**config.mk**
```make
export PLATFORM = sky130hd
export DESIGN_NAME = most_frequent_letter_finder
export DESIGN_NICKNAME = d
export VERILOG_FILES = /design/src/rtl/mfl_pkg.sv /design/src/rtl/mfl_ram.sv /design/src/rtl/mfl_mode.sv /design/src/rtl/most_frequent_letter_finder.sv
export SDC_FILE = /design/constraint.sdc
export NUM_CORES = 1
export LEC_CHECK = 0
export BUFFER_PORTS_ARGS = -buffer_cell sky130_fd_sc_hd__buf_2
export CORE_MARGIN = 2
export CORE_UTILIZATION = 57
export DETAILED_ROUTE_END_ITERATION = 6
export HOLD_SLACK_MARGIN = 0.1
export PLACE_DENSITY_LB_ADDON = 0.1
export SETUP_SLACK_MARGIN = 0.1
export SYNTH_ARGS = -nofsm -noshare
export SYNTH_HDL_FRONTEND = slang
export SYNTH_SLANG_ARGS = --single-unit
```
**constraint.sdc**
```tcl
create_clock -name clk -period 4.3 [get_ports clk]
set_input_delay 1.29 -clock clk [delete_from_list [all_inputs] [get_ports clk]]
set_output_delay 1.29 -clock clk [all_outputs]
set_load 0.02 [all_outputs]
```
**src/rtl/mfl_pkg.sv**
```systemverilog
// Package for the most-frequent-letter finder: item types, letter decode,
// scan control struct and controller states. No dependencies.
`default_nettype none

package mfl_pkg;

  localparam int NUM_LETTERS     = 26;
  localparam int LETTER_W        = $clog2(NUM_LETTERS);
  localparam int CHAR_W          = 8;
  localparam int COUNT_WIDTH_DEF = 20;

  localparam logic [CHAR_W-1:0] ASCII_UP_A = 8'd65;
  localparam logic [CHAR_W-1:0] ASCII_UP_Z = 8'd90;
  localparam logic [CHAR_W-1:0] ASCII_LO_A = 8'd97;
  localparam logic [CHAR_W-1:0] ASCII_LO_Z = 8'd122;

  localparam logic [LETTER_W-1:0] LAST_LETTER = LETTER_W'(NUM_LETTERS - 1);

  // Input item: one byte plus end-of-word mark
  typedef struct packed {
    logic [CHAR_W-1:0] char_code;
    logic              is_last;
  } mfl_in_t;

  // Result item
  typedef struct packed {
    logic [LETTER_W-1:0] letter_index;
    logic                is_tie;
  } mfl_out_t;

  // Decoded byte
  typedef struct packed {
    logic                hit;
    logic [LETTER_W-1:0] idx;
  } mfl_letter_t;

  // Controls from the sequencer to the mode tracker
  typedef struct packed {
    logic                sample;
    logic                first;
    logic [LETTER_W-1:0] idx;
  } mfl_scan_ctl_t;

  typedef enum logic [1:0] {
    ST_RUN,
    ST_SCAN,
    ST_DRAIN,
    ST_FIN
  } mfl_state_t;

  // Fold case; non-letters give hit = 0 and index 0
  function automatic mfl_letter_t letter_decode(input logic [CHAR_W-1:0] c);
    mfl_letter_t r;
    r = '0;
    if (c >= ASCII_UP_A && c <= ASCII_UP_Z) begin
      r.hit = 1'b1;
      r.idx = LETTER_W'(c - ASCII_UP_A);
    end else if (c >= ASCII_LO_A && c <= ASCII_LO_Z) begin
      r.hit = 1'b1;
      r.idx = LETTER_W'(c - ASCII_LO_A);
    end
    return r;
  endfunction

endpackage

`default_nettype wire

```
**src/rtl/mfl_ram.sv**
```systemverilog
// Counter memory: one write port, one read port, registered read data.
// Depends on nothing.
`default_nettype none

module mfl_ram #(
  parameter int DEPTH = 26,
  parameter int WIDTH = 20,
  parameter int AW    = 5
) (
  input  logic             clk,
  input  logic             we,
  input  logic [AW-1:0]    waddr,
  input  logic [WIDTH-1:0] wdata,
  input  logic [AW-1:0]    raddr,
  output logic [WIDTH-1:0] rdata
);

  logic [WIDTH-1:0] mem [DEPTH];

  // write port
  always_ff @(posedge clk) begin
    if (we) begin
      mem[waddr] <= wdata;
    end
  end

  // read port, old data on a same-address collision
  always_ff @(posedge clk) begin
    rdata <= mem[raddr];
  end

endmodule

`default_nettype wire

```
**src/rtl/mfl_mode.sv**
```systemverilog
// Mode tracker: walks the counts one per cycle while sample is set and keeps the largest count,
// its letter and whether more than one letter holds it. Uses mfl_pkg.
`default_nettype none

module mfl_mode #(
  parameter int CW = mfl_pkg::COUNT_WIDTH_DEF
) (
  input  logic                           clk,
  input  logic                           rst_n,
  input  mfl_pkg::mfl_scan_ctl_t         ctl,
  input  logic [CW-1:0]                  count,
  output logic [mfl_pkg::LETTER_W-1:0]   best_idx,
  output logic                           tie
);
  import mfl_pkg::*;

  localparam logic [1:0] HOLD_NONE = 2'd0;
  localparam logic [1:0] HOLD_ONE  = 2'd1;
  localparam logic [1:0] HOLD_MANY = 2'd2;

  logic [CW-1:0]       best_r, best_nxt, base_best;
  logic [LETTER_W-1:0] idx_r, idx_nxt;
  logic [1:0]          hold_r, hold_nxt, base_hold;

  // compare the sampled count against the running maximum
  always_comb begin
    base_best = ctl.first ? '0 : best_r;
    base_hold = ctl.first ? HOLD_NONE : hold_r;
    best_nxt  = best_r;
    idx_nxt   = idx_r;
    hold_nxt  = hold_r;
    if (ctl.sample) begin
      best_nxt = base_best;
      idx_nxt  = ctl.first ? ctl.idx : idx_r;
      if (count > base_best) begin
        best_nxt = count;
        idx_nxt  = ctl.idx;
        hold_nxt = HOLD_ONE;
      end else if (count == base_best) begin
        hold_nxt = (base_hold == HOLD_NONE) ? HOLD_ONE : HOLD_MANY;
      end else begin
        hold_nxt = base_hold;
      end
    end
  end

  always_ff @(posedge clk) begin
    if (!rst_n) begin
      hold_r <= HOLD_NONE;
    end else begin
      hold_r <= hold_nxt;
    end
  end

  always_ff @(posedge clk) begin
    best_r <= best_nxt;
    idx_r  <= idx_nxt;
  end

  assign best_idx = idx_r;
  assign tie      = (hold_r != HOLD_ONE);

endmodule

`default_nettype wire

```
**src/rtl/most_frequent_letter_finder.sv**
```systemverilog
// Most-frequent-letter finder: letter counts in a 26-entry memory, updated
// by read-modify-write with write forwarding; a scan finds the mode.
// Letter bytes are taken one per cycle unless a scan or result is pending;
// each counter update is written from the update stage register. On a last
// byte a scan walks all counts through the single memory read port, and no
// byte is taken until the result is loaded. Reset and each result clear all counts.
`default_nettype none

module most_frequent_letter_finder #(
  parameter int COUNT_WIDTH = mfl_pkg::COUNT_WIDTH_DEF
) (
  input  logic              clk,
  input  logic              rst_n,
  input  logic              in_valid,
  output logic              in_stall,
  input  mfl_pkg::mfl_in_t  in_data,
  output logic              out_valid,
  input  logic              out_stall,
  output mfl_pkg::mfl_out_t out_data
);
  import mfl_pkg::*;

  localparam logic [COUNT_WIDTH-1:0] CNT_MAX = '1;

  mfl_state_t          state_r, state_nxt;
  logic [LETTER_W-1:0] scan_idx_r, scan_idx_nxt;
  logic                load_out;

  mfl_letter_t         dec;
  logic                in_acc;
  logic [LETTER_W-1:0] rd_addr;

  // update stage
  logic                p1_v_r, p1_hit_r, p1_last_r;
  logic [LETTER_W-1:0] p1_idx_r;

  // scan sample stage
  logic                sc_v_r;
  logic [LETTER_W-1:0] sc_idx_r;

  // memory and valid bits
  logic [COUNT_WIDTH-1:0] mem_q, rd_cnt, cur_cnt, wr_data;
  logic [NUM_LETTERS-1:0] cnt_vld_r;
  logic                   vld_q_r;
  logic                   wr_en;

  // last write, for forwarding
  logic                   wr_v_r;
  logic [LETTER_W-1:0]    wr_addr_r;
  logic [COUNT_WIDTH-1:0] wr_data_r;

  mfl_scan_ctl_t       ctl;
  logic [LETTER_W-1:0] best_idx;
  logic                tie;

  logic                out_valid_r, out_valid_nxt;
  mfl_out_t            out_data_r, out_data_nxt;

  // input side
  assign dec      = letter_decode(in_data.char_code);
  assign in_stall = (state_r != ST_RUN) || (p1_v_r && p1_last_r);
  assign in_acc   = in_valid && !in_stall;
  assign rd_addr  = (state_r == ST_RUN) ? dec.idx : scan_idx_r;

  mfl_ram #(
    .DEPTH(NUM_LETTERS),
    .WIDTH(COUNT_WIDTH),
    .AW   (LETTER_W)
  ) u_ram (
    .clk  (clk),
    .we   (wr_en),
    .waddr(p1_idx_r),
    .wdata(wr_data),
    .raddr(rd_addr),
    .rdata(mem_q)
  );

  // counter update with forwarding of the previous write
  always_comb begin
    rd_cnt  = vld_q_r ? mem_q : '0;
    cur_cnt = (wr_v_r && (wr_addr_r == p1_idx_r)) ? wr_data_r : rd_cnt;
    wr_data = (cur_cnt == CNT_MAX) ? cur_cnt : cur_cnt + COUNT_WIDTH'(1);
    wr_en   = p1_v_r && p1_hit_r;
  end

  // scan sequencer
  always_comb begin
    state_nxt    = state_r;
    scan_idx_nxt = scan_idx_r;
    load_out     = 1'b0;
    case (state_r)
      ST_RUN: begin
        if (p1_v_r && p1_last_r) begin
          state_nxt    = ST_SCAN;
          scan_idx_nxt = '0;
        end
      end
      ST_SCAN: begin
        if (scan_idx_r == LAST_LETTER) begin
          state_nxt    = ST_DRAIN;
          scan_idx_nxt = '0;
        end else begin
          scan_idx_nxt = scan_idx_r + LETTER_W'(1);
        end
      end
      ST_DRAIN: begin
        state_nxt = ST_FIN;
      end
      ST_FIN: begin
        if (!out_valid_r || !out_stall) begin
          load_out  = 1'b1;
          state_nxt = ST_RUN;
        end
      end
      default: begin
        state_nxt = ST_RUN;
      end
    endcase
  end

  assign ctl.sample = sc_v_r;
  assign ctl.first  = (sc_idx_r == '0);
  assign ctl.idx    = sc_idx_r;

  mfl_mode #(
    .CW(COUNT_WIDTH)
  ) u_mode (
    .clk     (clk),
    .rst_n   (rst_n),
    .ctl     (ctl),
    .count   (rd_cnt),
    .best_idx(best_idx),
    .tie     (tie)
  );

  // output register
  always_comb begin
    out_data_nxt  = out_data_r;
    out_valid_nxt = out_valid_r && out_stall;
    if (load_out) begin
      out_valid_nxt             = 1'b1;
      out_data_nxt.is_tie       = tie;
      out_data_nxt.letter_index = tie ? '0 : best_idx;
    end
  end

  // control state
  always_ff @(posedge clk) begin
    if (!rst_n) begin
      state_r     <= ST_RUN;
      scan_idx_r  <= '0;
      p1_v_r      <= 1'b0;
      sc_v_r      <= 1'b0;
      wr_v_r      <= 1'b0;
      out_valid_r <= 1'b0;
      cnt_vld_r   <= '0;
    end else begin
      state_r     <= state_nxt;
      scan_idx_r  <= scan_idx_nxt;
      p1_v_r      <= in_acc;
      sc_v_r      <= (state_r == ST_SCAN);
      wr_v_r      <= wr_en;
      out_valid_r <= out_valid_nxt;
      if (load_out) begin
        cnt_vld_r <= '0;
      end else if (wr_en) begin
        cnt_vld_r[p1_idx_r] <= 1'b1;
      end
    end
  end

  // payload registers
  always_ff @(posedge clk) begin
    p1_hit_r   <= dec.hit;
    p1_idx_r   <= dec.idx;
    p1_last_r  <= in_data.is_last;
    sc_idx_r   <= scan_idx_r;
    vld_q_r    <= cnt_vld_r[rd_addr];
    wr_addr_r  <= p1_idx_r;
    wr_data_r  <= wr_data;
    out_data_r <= out_data_nxt;
  end

  assign out_valid = out_valid_r;
  assign out_data  = out_data_r;

endmodule

`default_nettype wire

```
==> results list <==
- The run finished with clean final reports.
- Post-route cell area: 0.0302 sq mm
- Estimated wirelength of the detail-placed design: 41.6 mm
- Of the post-synthesis cell area, the dominant cell type holds 0.625.
- Count of antenna diodes in the layout: 0
- Share of the yosys chip area belonging to registers: 0.698
* Die W: 220 um
- On the critical path, the stage with the largest delay is an instance of ha_1.
- Number of library cell types mapped by synthesis: 67
- The final count of hold timing violations came to 0.
* Most used standard cell by instance count after synthesis: edfxtp_1
- Sinks on Clock Net: 648
- Data on the critical path arrives at its endpoint at 2.47 ns.
* Finish-stage setup viols: 0
- In the final layout, the multi-input gates occupy 0.00770 sq mm.
- Transition at the pin with the smallest max-transition slack: 1.18 ns
- Number of cells produced by synthesis: 1894
- Mean area per synthesized cell: 14.0 sq um
- Max Root-Sink Buffers: 3
* Met3 routing resource usage after global routing: 0.0585
- TritonCTS built the clock tree.
- The min-delay analysis places its worst path in the category flip-flop to flip-flop.
* Number of nets in the layout: 2025
- In the routed layout, each cell is associated on average with a via count of 6.32.
* Ys async rst share: 0
- H-tree Lvls: 3
- Crit path time final: 3.76 ns
* Reg-to-reg setup timing slack: 0.64 ns
- For the final database, setup skew stands at 0.0240 ns.
- Setup repair after global routing missed its margin: false
* Growth of design area from synthesis to finish: 14.3%
- Die boundary height: 220 um
- Across the whole layout, storage elements account for 0.0185 sq mm.
* Number of iterations in the first detailed-routing pass: 6
* Post-CTS setup buffer count: 0
- Maximum fanout along the worst path: 17
- For this block, the routed nets add up to 69.8 mm of wire.
- The count of nets left with antenna violations once routing finished came out at 0.
- Routability-driven placement finished with a final weighted congestion of 0.895.
- Net count after synthesis: 1938
- Number of global-route vias before repair: 16500
- In this design, the critical path's most frequently occurring cell is inv_1.
* Max transition margin: 0.210
- Netlist area before placement: 0.0265 sq mm
* Count of state elements after synthesis: 648
- After floorplanning, the core was sized to cover 0.0456 sq mm.
- Walking the worst path, the cells encountered are inv_1 > ha_1 > inv_1 > a21oi_1 > inv_1 > buf_2.
- For this design, the CTS-stage hold fixing added 0 buffers.
* First-pass GRT wire length: 104 mm
* Total grt overflow: 0
- Routed len/inst: 26.5 um
* Vias: 16600
* CTS buffer count: 67
* Most used routing layer in global routing: met2
- Cell area after placement: 0.0281 sq mm
* Peak supply drop: 0.000984 V
- Summed over all instances, the cell type with the most area after synthesis is edfxtp_1.
- The worst setup path is captured at a primary output.
* PostCTS Resize Cnt: 0
* Final routed DRC violation total: 0
* Reg clk slew, reported paths: 0.06 ns
- GR Layer Usage met2: 0.467
- Starting density of the core: 0.581
- Across the run, the number of max-cap violations was 0.
- Top flip-flop cell by instance count after synthesis: edfxtp_1
- For this run, the slowest stage of the critical path takes 0.58 ns.
- For this run, global-route usage on met1 was measured as 0.410.
* # IOs: 21
- Most area-consuming cells after synthesis: edfxtp_1 63%, mux2i_1 7.4%, dfxtp_1 7.3%
* Overall fraction of global-route tracks in use: 0.298
- DIE AREA: 0.0482 sq mm
- Of the cells placed in the final design, the portion with a size suffix greater than 1 is 0.149.
- Counting flops with a built-in enable in the synthesized netlist gives 551.
- Yosys synthesis warning count: 0
* Top cell types by occurrence after synthesis: 551 x edfxtp_1, 248 x nand2_1, 196 x mux2i_1
- Row generation in the floorplan step produced 78 rows.
- Entering global routing, the biggest net connects 66 pins.
- Power density over cell area: 567 mW/mm^2
- Port buffering added 20 buffers.
* DRC violation total after the first TritonRoute iteration: 1819
- Type of element launching the critical path: flip-flop
- The max-slew violation total from the final report came to 0.
* Kind of critical path: flip-flop to primary output
- Maximum operating frequency: 266 MHz
* Filler Cell Count: 3235
* Root Driver: clkbuf_16
- Clock latency reported for the late side of the worst-skew pair: 0.60 ns
- The number of antenna violations at the first check in global routing came to 1.
* Final period utilization: 0.874
* Final cell utilization of the core: 0.664
- Leakage: 10.8 nW
* Crit path required time: 3.01 ns
where the power goes:
| group | internal, mW | switching [mW] |
|---|---|---|
| combinational | 1.24 | 2.30 |
| clock | 3.37 | 2.36 |
| sequential | 7.61 | 0.268 |
| total | 12.2 | 4.93 |
logic make-up after synthesis:
logic type,synth area share
AO/OA/AOI/OAI,0.0771
XOR/XNOR,0.00993
adder cells (fa/ha/maj),0.0147
buffers and inverters,0.0226
flip-flops,0.698
multiplexers,0.0835
AND/OR/NAND/NOR,0.0938
state kept, by name, indices dropped and copies added, names as in the netlist, 2 cells and up:
name and cells:
u_ram.mem 520, cnt_vld_r 26, u_mode.best_r 20, u_ram.rdata 20
wr_data_r 20, out_data 6, p1_idx_r 5, sc_idx_r 5
scan_idx_r 5, u_mode.best_idx 5, wr_addr_r 5, state_r 2
u_mode.hold_r 2
worst max-delay path, delay by kind of cell, from the launching register on:
kind	cells	cell delay, ns
buffers and inverters	4	0.69
adder cells (fa/ha/maj)	1	0.58
flip-flops	1	0.34
AO/OA/AOI/OAI	1	0.27
worst paths after layout:
check,start,endpoint,cells after the start
worst max-delay path,state_r[0],in_stall,6
worst min-delay path,sc_idx_r[2],u_mode.best_idx[2],0
worst max register to register,p1_idx_r[3],u_ram.mem[12][1],10
worst min register to register,sc_idx_r[2],u_mode.best_idx[2],0
through the flow:
stage                     power (mW)  instances  hold slack, ns  worst slack [ns]  TNS, ns
final                           17.1       2633           0.424             0.544        0
after global routing            17.7       2633           0.444             0.351        0
after CTS                       17.2       2633           0.434             0.492        0
after detailed placement        11.5       2512           0.418            0.0194        0
after global placement          11.4       2512           0.412           -0.0554  -0.0554
after floorplan                 10.1       1894           0.329             0.115        0
routing by layer:
layer | share of wire | routed length [um]
met5 | 0 | 0
met4 | 0.040 | 2770
met3 | 0.093 | 6520
met2 | 0.46 | 32200
met1 | 0.41 | 28300
area by class of cell:
type | instances | area share
well taps | 600 | 0.0248
clock inverters | 31 | 0.00931
flip-flops and latches | 648 | 0.611
clock buffers | 90 | 0.0620
multi-input cells | 1115 | 0.255
inverters | 32 | 0.00397
repair buffers | 117 | 0.0340
cells in the final DEF (no fill, tap or decap), types with 6 or more instances in the layout:
cell type,count
edfxtp_1,551
nand2_1,248
mux2i_1,190
dfxtp_1,97
nor2_1,94
nand3_1,83
buf_4,81
clkbuf_16,70
a21oi_1,57
o211ai_1,42
o21ai_0,38
inv_1,31
ha_1,31
o21a_1,30
mux2_2,22
a32oi_1,21
nor2_4,21
a221o_1,20
a222oi_1,20
buf_2,20
xnor2_1,19
buf_12,16
clkbuf_1,15
nor3_1,14
nand4_1,13
clkinv_1,13
and3_1,12
and2_1,11
nor2_2,10
clkinv_2,8
nor4_1,7
a21o_1,7
or3_1,7
nor2b_1,6
mux2i_2,6
xnor2_2,6
No activity file was read; power rests on OpenSTA's default activity.
